**src/sv/palette_nearest_color_cache_defines.svh**
```systemverilog
// Shared assertion macros; each expects i_clk and i_rst_n in scope.
`ifndef PALETTE_NEAREST_COLOR_CACHE_DEFINES_SVH
`define PALETTE_NEAREST_COLOR_CACHE_DEFINES_SVH

// Check a condition at every clock edge outside reset.
`define PNCC_ASSERT_ALWAYS(lbl, cond, msg) \
    lbl: assert property (@(posedge i_clk) disable iff (!i_rst_n) (cond)) else $error(msg);

// Check that a condition implies another in the same cycle.
`define PNCC_ASSERT_IMPLY(lbl, ante, cons, msg) \
    lbl: assert property (@(posedge i_clk) disable iff (!i_rst_n) (ante) |-> (cons)) \
        else $error(msg);

`endif

```
**src/sv/pncc_pkg.sv**
```systemverilog
package pncc_pkg;

    localparam logic [1:0] ACT_LOOKUP = 2'd0;
    localparam logic [1:0] ACT_WRITE  = 2'd1;
    localparam logic [1:0] ACT_INVAL  = 2'd2;

    typedef enum logic [3:0] {
        ST_CLEAR,
        ST_IDLE,
        ST_MOD,
        ST_SLOT_RD,
        ST_SLOT_CHK,
        ST_SEARCH,
        ST_FILL,
        ST_PWR,
        ST_INVAL,
        ST_INV_END,
        ST_DONE
    } t_state;

    typedef struct packed {
        logic load;
        logic clr_step;
        logic mod_step;
        logic srch_start;
        logic take_hit;
        logic take_best;
        logic fill;
        logic pal_wr;
        logic inv_step;
        logic out_load;
    } t_cmd;

    typedef struct packed {
        logic clr_last;
        logic mod_last;
        logic hit;
        logic srch_busy;
        logic inv_last;
        logic out_full;
    } t_sts;

endpackage

```
**src/sv/pncc_ctrl.sv**
```systemverilog
module pncc_ctrl (
    input  logic             i_clk,
    input  logic             i_rst_n,
    input  logic             i_in_valid,
    input  logic [1:0]       i_action,
    input  pncc_pkg::t_sts   i_sts,
    output pncc_pkg::t_cmd   o_cmd,
    output logic             o_in_stall
);

    pncc_pkg::t_state r_state;
    pncc_pkg::t_state n_state;

    always_ff @(posedge i_clk) begin
        if (!i_rst_n) begin
            r_state <= pncc_pkg::ST_CLEAR;
        end else begin
            r_state <= n_state;
        end
    end

    always_comb begin
        n_state = r_state;
        unique case (r_state)
            pncc_pkg::ST_CLEAR: begin
                if (i_sts.clr_last) n_state = pncc_pkg::ST_IDLE;
            end
            pncc_pkg::ST_IDLE: begin
                if (i_in_valid) begin
                    unique case (i_action)
                        pncc_pkg::ACT_LOOKUP: n_state = pncc_pkg::ST_MOD;
                        pncc_pkg::ACT_WRITE:  n_state = pncc_pkg::ST_PWR;
                        pncc_pkg::ACT_INVAL:  n_state = pncc_pkg::ST_INVAL;
                        default:              n_state = pncc_pkg::ST_DONE;
                    endcase
                end
            end
            pncc_pkg::ST_MOD: begin
                if (i_sts.mod_last) n_state = pncc_pkg::ST_SLOT_RD;
            end
            pncc_pkg::ST_SLOT_RD:  n_state = pncc_pkg::ST_SLOT_CHK;
            pncc_pkg::ST_SLOT_CHK: begin
                n_state = i_sts.hit ? pncc_pkg::ST_DONE : pncc_pkg::ST_SEARCH;
            end
            pncc_pkg::ST_SEARCH: begin
                if (!i_sts.srch_busy) n_state = pncc_pkg::ST_FILL;
            end
            pncc_pkg::ST_FILL: n_state = pncc_pkg::ST_DONE;
            pncc_pkg::ST_PWR:  n_state = pncc_pkg::ST_DONE;
            pncc_pkg::ST_INVAL: begin
                if (i_sts.inv_last) n_state = pncc_pkg::ST_INV_END;
            end
            pncc_pkg::ST_INV_END: n_state = pncc_pkg::ST_DONE;
            pncc_pkg::ST_DONE: begin
                if (!i_sts.out_full) n_state = pncc_pkg::ST_IDLE;
            end
            default: n_state = pncc_pkg::ST_IDLE;
        endcase
    end

    always_comb begin
        o_cmd      = '0;
        o_in_stall = 1'b1;
        unique case (r_state)
            pncc_pkg::ST_CLEAR: o_cmd.clr_step = 1'b1;
            pncc_pkg::ST_IDLE: begin
                o_in_stall = 1'b0;
                o_cmd.load = i_in_valid;
            end
            pncc_pkg::ST_MOD:      o_cmd.mod_step = 1'b1;
            pncc_pkg::ST_SLOT_RD:  ;
            pncc_pkg::ST_SLOT_CHK: begin
                o_cmd.take_hit   = i_sts.hit;
                o_cmd.srch_start = !i_sts.hit;
            end
            pncc_pkg::ST_SEARCH: ;
            pncc_pkg::ST_FILL: begin
                o_cmd.fill      = 1'b1;
                o_cmd.take_best = 1'b1;
            end
            pncc_pkg::ST_PWR:     o_cmd.pal_wr = 1'b1;
            pncc_pkg::ST_INVAL:   o_cmd.inv_step = 1'b1;
            pncc_pkg::ST_INV_END: ;
            pncc_pkg::ST_DONE:    o_cmd.out_load = !i_sts.out_full;
            default: ;
        endcase
    end

endmodule

```
**config.mk**
```make
export PLATFORM = sky130hd
export DESIGN_NAME = pncc_ctrl
export DESIGN_NICKNAME = d
export VERILOG_FILES = /design/src/sv/palette_nearest_color_cache_defines.svh /design/src/sv/pncc_pkg.sv /design/src/sv/pncc_ctrl.sv
export SDC_FILE = /design/constraint.sdc
export NUM_CORES = 1
export LEC_CHECK = 0
export ABC_AREA = 1
export BUFFER_PORTS_ARGS = -buffer_cell sky130_fd_sc_hd__buf_2
export CAP_MARGIN = 20
export CORE_AREA = 2 2 39 41
export DETAILED_ROUTE_END_ITERATION = 10
export DIE_AREA = 0 0 41 43
export HOLD_SLACK_MARGIN = 0.03
export SYNTH_ARGS = -nofsm -noshare
export SYNTH_HDL_FRONTEND = slang
export SYNTH_SLANG_ARGS = --single-unit
```
**constraint.sdc**
```tcl
create_clock -name i_clk -period 1.15 [get_ports i_clk]
set_input_delay 0.1725 -clock i_clk [delete_from_list [all_inputs] [get_ports i_clk]]
set_output_delay 0.1725 -clock i_clk [all_outputs]
set_load 0.03 [all_outputs]
```
; ---- Word-level counts from Yosys, hierarchy flattened
; Cells that the tools add are included.
[totals]
reg_bits = 4
inputBits = 11
out_inout_bits = 11
word_cells = 43
[classes]
n_eq_ne = 18
n_mux = 18
reduce_logical = 6
[ops]
columns = operator, n
row1 = $pmux W4 S9, 1
row2 = $mux W4, 7
row3 = $eq A4 B3 Y1 const B, 4
row4 = $eq A4 B4 Y1 const B, 3
row5 = $ne A2 B2 Y1 const B, 6
row6 = $pmux W4 S3, 1
row7 = $eq A4 B2 Y1 const B, 2
row8 = $mux W1, 7
row9 = $reduce_and A6 Y1, 1
row10 = $eq A4 B1 Y1 const B, 1
row11 = $logic_not A4 Y1, 1
row12 = $mux W2, 2
row13 = $reduce_or A3 Y1, 1
row14 = $eq A2 B1 Y1 const B, 1
row15 = $eq A2 B2 Y1 const B, 1
row16 = $logic_not A1 Y1, 2
row17 = $logic_not A2 Y1, 1

; ---- Logic depth before layout (Yosys ltp)
; Gate-level depths: netlist of run 1.
[logic_depth]
word_depth = 4
mapped_depth = 9
depth_no_buf = 9

; ---- Least setup slack after synthesis of run 1
; Ideal clock, no wire load.
[synth_timing]
path_type = register to output
startpoint = register r_state[1]
endpoint = output port o_cmd[4] (netlist name)
arrival_time_ns = 1.691
required_time_ns = 0.978
path_slack_ns = -0.713
path_stages_with_launch = 6
n_path_buf = 1
cell_sequence = dfxtp_1 inv_1 nor2_1 inv_1 nor3_1 buf_4
[synth_lines]
columns = item, line
row1 = from (decl), pncc_ctrl.sv:11  ; pncc_pkg::t_state r_state;
row2 = from (signal assigned), pncc_ctrl.sv:16  ; r_state <= pncc_pkg::ST_CLEAR;
row3 = from (signal assigned), pncc_ctrl.sv:18  ; r_state <= n_state;
row4 = to (decl), pncc_ctrl.sv:7  ; output pncc_pkg::t_cmd o_cmd,

==> flow_summary.toml, run 1 <==
[run_status]
violations = "negative setup slack"
status = "finished with violations"

[die]
coreArea_um2 = 1380
num_rows = 14
initial_core_util = 0.331
die-area_um2 = 1760
pin_count = 22
die_w_um = 41
chipHeight_um = 43

[min_path]
hp-class = "in2reg"

[logic_synthesis]
ys_seq_area_frac = 0.175
ys_seq_elements = 4
postSynthAreaPerCell_um2 = 4.98
synth_warnings = 0
syn_area_um2 = 458
ys_types = 13
syn-num-nets = 103
syn_inst = 92

[clock_network]
clk_path_buf_depth = 2
clock-sinks = 4
tritoncts = "yes"
cts_made_buffers = 3
cts_hold_buf = 0
worstSkewPairLatency_ns = 0.23
cts_root_buf = "clkbuf_4"
htree_levels = 1
clkTransAtPathRegs_ns = 0.03

[route]
via_count = 699
ant_nets = 0
wire_per_inst_um = 10.5
viasPerCell = 4.66
dr.pass1.iters = 4
wirelength_um = 1570
drt_iter0_drc = 9
drc = 0

[setup_path]
critPathKind = "reg2out"
crit_family = "flip-flops"
critPathBufInv = 3
worstSetupEndpointType = "output port"
slowest_stage = "dfxtp_4"
slowest_delay_ns = 0.36
cp_data_arrival_time_ns = 1.21
crit_fanout = 5
critical_path.cell_chain = "inv_2 > nor2_4 > inv_2 > nor3_4 > buf_6"
worst_path_most_repeated_cell = "inv_2"
cp_data_required_time_ns = 0.98
crit_path_start_kind = "flop"

[global_route]
met1_usage = 0.233
grt_max_degree = 7
gr-usage-met2 = 0.369
grt_use_total = 0.206
first_global_vias = 643
antenna_found_initial = 0
grt_pass1_wl_um = 2460
grt-busiest-layer = "met2"
met3_usage = 0.0785
grt_overflow = 0

[final_layout]
num-nets-final = 147
largestRegisters = "r_state (4)"
fin_cells = 150
area_delta_synth_final_pct = 119
top_register = "r_state"
diodes = 0
largest_reg_flops = 4
drive_gt1_frac = 0.627
final_common_cell = "nand2_1"
layout_common_cells = "nand2_1 (17), buf_6 (16), buf_4 (12)"
final_util = 0.724
fill_cells = 119

[placed_design]
gp_congestion = 0.854
dp_slack_ns = -0.134
dp_hpwl_um = 1100
numPortBuffers = 21
dp.cells = 134

[timing]
min_period_ns = 1.38
finalHoldViolations = 0
worst_pin_slew_ns = 0.200
worst_slack_ns = -0.234
period_share = 1.20
fmax_mhz = 722
final_max_slew_viol_count = 0
rsz0062_at_grt = "yes"
slew_headroom = 0.865
setup_violations = 15
skew_ns = 0.00533
whs_ns = 0.183

[power_and_ir_drop]
p_per_area_nw_per_um2 = 2560
p_leak_nw = 0.530
ir_worst_vdd_mv = 1.89
power.total_w = 0.00257

[job]
drv_cap = 0
## cell families after synthesis
group | share of synthesized area
simple gates | 0.585
flops | 0.175
buf+inv | 0.197
compound gates | 0.0437
## power by group
group,switching (W),internal (W),leakage [nW]
clock network,0.0000514,0.000116,0.0138
registers,0.0000960,0.000222,0.0356
logic,0.00113,0.000954,0.481
total,0.00128,0.00129,0.530
## metal layers
layer	share of wire	vias to the layer above	wire length, um
met5	0	-	0
met4	0	0	0
met3	0.046	0	72
met2	0.54	17	857
met1	0.41	317	643
li1	-	365	-
## synthesized netlist by cell type, drive strengths merged
library cell   n  area (um2)
a21oi          3        15.0
buf            1        7.51
dfxtp          4        80.1
inv           22        82.6
nand2         24        92.6
nand3         13        70.1
nand4          2        12.5
nor2          20        82.6
nor3           2        10.0
o21ai          1        5.00
## final timing paths
path	start	to	slack, ns	depth (start not counted)
worst max-delay path	r_state[1]$_SDFFE_PN0P_	o_cmd[0]	-0.23	5
worst min-delay path	i_rst_n	r_state[0]$_SDFFE_PN0P_	0.18	3
worst max register to register	r_state[0]$_SDFFE_PN0P_	r_state[1]$_SDFFE_PN0P_	-0.19	8
worst min register to register	r_state[3]$_SDFFE_PN0P_	r_state[3]$_SDFFE_PN0P_	0.53	2
## timing repair
action,CTS,global route
pin swaps,17,6
gates resized for setup,42,9
setup endpoints to repair,15,15
setup buffers,11,2
## worst register-to-register path, delay by kind of cell (launching register included)
kind                   cells  cell delay (ns)
AND/OR/NAND/NOR            5             0.48
flip-flops                 1             0.36
buffers and inverters      2             0.28
AO/OA/AOI/OAI              1             0.15
## through the flow
step / cell area, um2 / TNS [ns]
3_3_place_gp: 714 / -0.694
6_report: 1000 / -2.73
3_5_place_dp: 714 / -0.886
4_1_cts: 940 / -2.58
2_1_floorplan: 543 / -0.793
5_1_grt: 1000 / -3.71
## cell type report
cell class / instances / area, um2 / area share
Clock buffer: 3 / 22.5 / 0.0225
Inverter: 22 / 85.1 / 0.0849
Multi-Input combinational cell: 65 / 419 / 0.418
Sequential cell: 4 / 95.1 / 0.0949
Tap cell: 16 / 20.0 / 0.0200
Timing Repair Buffer: 40 / 360 / 0.360
(Power assumes the default switching activity.)
==> run 2: changes to the inputs <==
--- a/config.mk
+++ b/config.mk
@@ -12,6 +12,8 @@
 export DETAILED_ROUTE_END_ITERATION = 10
 export DIE_AREA = 0 0 41 43
 export HOLD_SLACK_MARGIN = 0.03
+export PLACE_DENSITY = 0.68
+export SKIP_LAST_GASP = 1
 export SYNTH_ARGS = -nofsm -noshare
 export SYNTH_HDL_FRONTEND = slang
 export SYNTH_SLANG_ARGS = --single-unit
==> run 2 against run 1 <==
Against the previous run: the run still ends with negative setup slack left; first-iteration DRC count grew to 3.2 times the previous value; non-clock buffer count grew 3; clock-buffer cell count is the same; clock skew shrank 0.0026 ns; global-route usage grew 3.4 points; sequential power is essentially flat; combinational power grew 6%; clock power grew 11%; power grew 5.3%; cell area grew 1.1%; hold slack lost 0.019 ns; highest routed layer is now met4.
==> flow_summary.toml, run 2 (synthesis gave the netlist of run 1 again) <==
[setup_path]
critPathKind = "reg2out"
slowest_stage = "dfxtp_2"
cp_data_required_time_ns = 0.98
cp_data_arrival_time_ns = 1.23
crit_path_start_kind = "flop"
worstSetupEndpointType = "output port"
slowest_delay_ns = 0.31
critical_path.cell_chain = "buf_6 > nor2_4 > buf_6 > nand3_2 > inv_2 > buf_6"
worst_path_most_repeated_cell = "buf_6"
crit_fanout = 6

[route]
via_count = 804
ant_nets = 0
drt_iter0_drc = 29
drc = 0
dr.pass1.iters = 4
wirelength_um = 2110
viasPerCell = 5.25
wire_per_inst_um = 13.8

[clock_network]
cts_root_buf = "clkbuf_4"
tritoncts = "yes"
cts_made_buffers = 3
clkTransAtPathRegs_ns = 0.04
clk_path_buf_depth = 2
worstSkewPairLatency_ns = 0.24
htree_levels = 1
cts_hold_buf = 0
clock-sinks = 4

[min_path]
hp-class = "in2reg"

[timing]
slew_headroom = 0.845
final_max_slew_viol_count = 0
skew_ns = 0.00271
setup_violations = 15
whs_ns = 0.164
rsz0062_at_grt = "yes"
period_share = 1.22
fmax_mhz = 713
min_period_ns = 1.40
worst_slack_ns = -0.253
finalHoldViolations = 0
worst_pin_slew_ns = 0.232

[global_route]
grt_use_total = 0.241
grt_pass1_wl_um = 2900
first_global_vias = 704
grt_max_degree = 7
antenna_found_initial = 0
grt_overflow = 0

[placed_design]
numPortBuffers = 21
dp_hpwl_um = 1160
dp_slack_ns = -0.144
gp_congestion = 0.910

[die]
die_w_um = 41
die-area_um2 = 1760
initial_core_util = 0.331
pin_count = 22
coreArea_um2 = 1380
num_rows = 14
chipHeight_um = 43

[final_layout]
largestRegisters = "r_state (4)"
largest_reg_flops = 4
area_delta_synth_final_pct = 121
diodes = 0
layout_common_cells = "nand2_1 (17), buf_6 (17), buf_4 (16)"
num-nets-final = 150
top_register = "r_state"
drive_gt1_frac = 0.642

[power_and_ir_drop]
ir_worst_vdd_mv = 1.89
p_per_area_nw_per_um2 = 2670
p_leak_nw = 0.543

[job]
drv_cap = 0

[run_status]
violations = "negative setup slack"
status = "finished with violations"
[run 2: worst paths after layout]
kind | cells after the start | slack [ns] | start | end
max | 6 | -0.25 | r_state[0]$_SDFFE_PN0P_ | o_cmd[5]
min | 3 | 0.16 | i_rst_n | r_state[0]$_SDFFE_PN0P_
max reg2reg | 9 | -0.23 | r_state[2]$_SDFFE_PN0P_ | r_state[3]$_SDFFE_PN0P_
min reg2reg | 2 | 0.55 | r_state[1]$_SDFFE_PN0P_ | r_state[1]$_SDFFE_PN0P_
[run 2: metal layers]
layer,vias to the layer above,global-route usage,share of wire
met5,-,0,0
met4,0,0.120,0.035
met3,10,0.0524,0.094
met2,57,0.397,0.51
met1,368,0.272,0.36
li1,369,-,-
[run 2: critical path: cells and delay by family (launching register included)]
| family | cells | cell delay [ns] |
|---|---|---|
| simple gates | 2 | 0.20 |
| flops | 1 | 0.31 |
| buf+inv | 4 | 0.48 |
[run 2: metrics by stage]
stage / util / std cells / TNS (ns) / cell area (um2) / total power (W)
after floorplan: - / 92 / -0.793 / 543 / 0.00129
after global placement: 0.524 / 137 / -0.843 / 724 / 0.00173
after detailed placement: 0.524 / 137 / -0.887 / 724 / 0.00175
after CTS: 0.682 / 150 / -2.78 / 943 / 0.00239
after global routing: 0.732 / 153 / -4.07 / 1010 / 0.00288
final: 0.732 / 153 / -3.22 / 1010 / 0.00271
[run 2: what timing repair did]
action	4_1_cts	5_1_grt
pin swaps	14	4
setup buffers	10	3
resized for setup	42	13
setup endpoints to repair	15	15
[run 2: power by group]
group | internal (W) | switching [W]
Sequential | 0.000216 | 0.000105
Clock | 0.000117 | 0.0000681
Combinational | 0.000950 | 0.00125
[run 2: final cells by class]
type | instances | area [um2]
Clock buffer | 3 | 22.5
Fill cell | 103 | 370
Inverter | 22 | 90.1
Multi-Input combinational cell | 65 | 427
Sequential cell | 4 | 92.6
Tap cell | 16 | 20.0
Timing Repair Buffer | 43 | 362
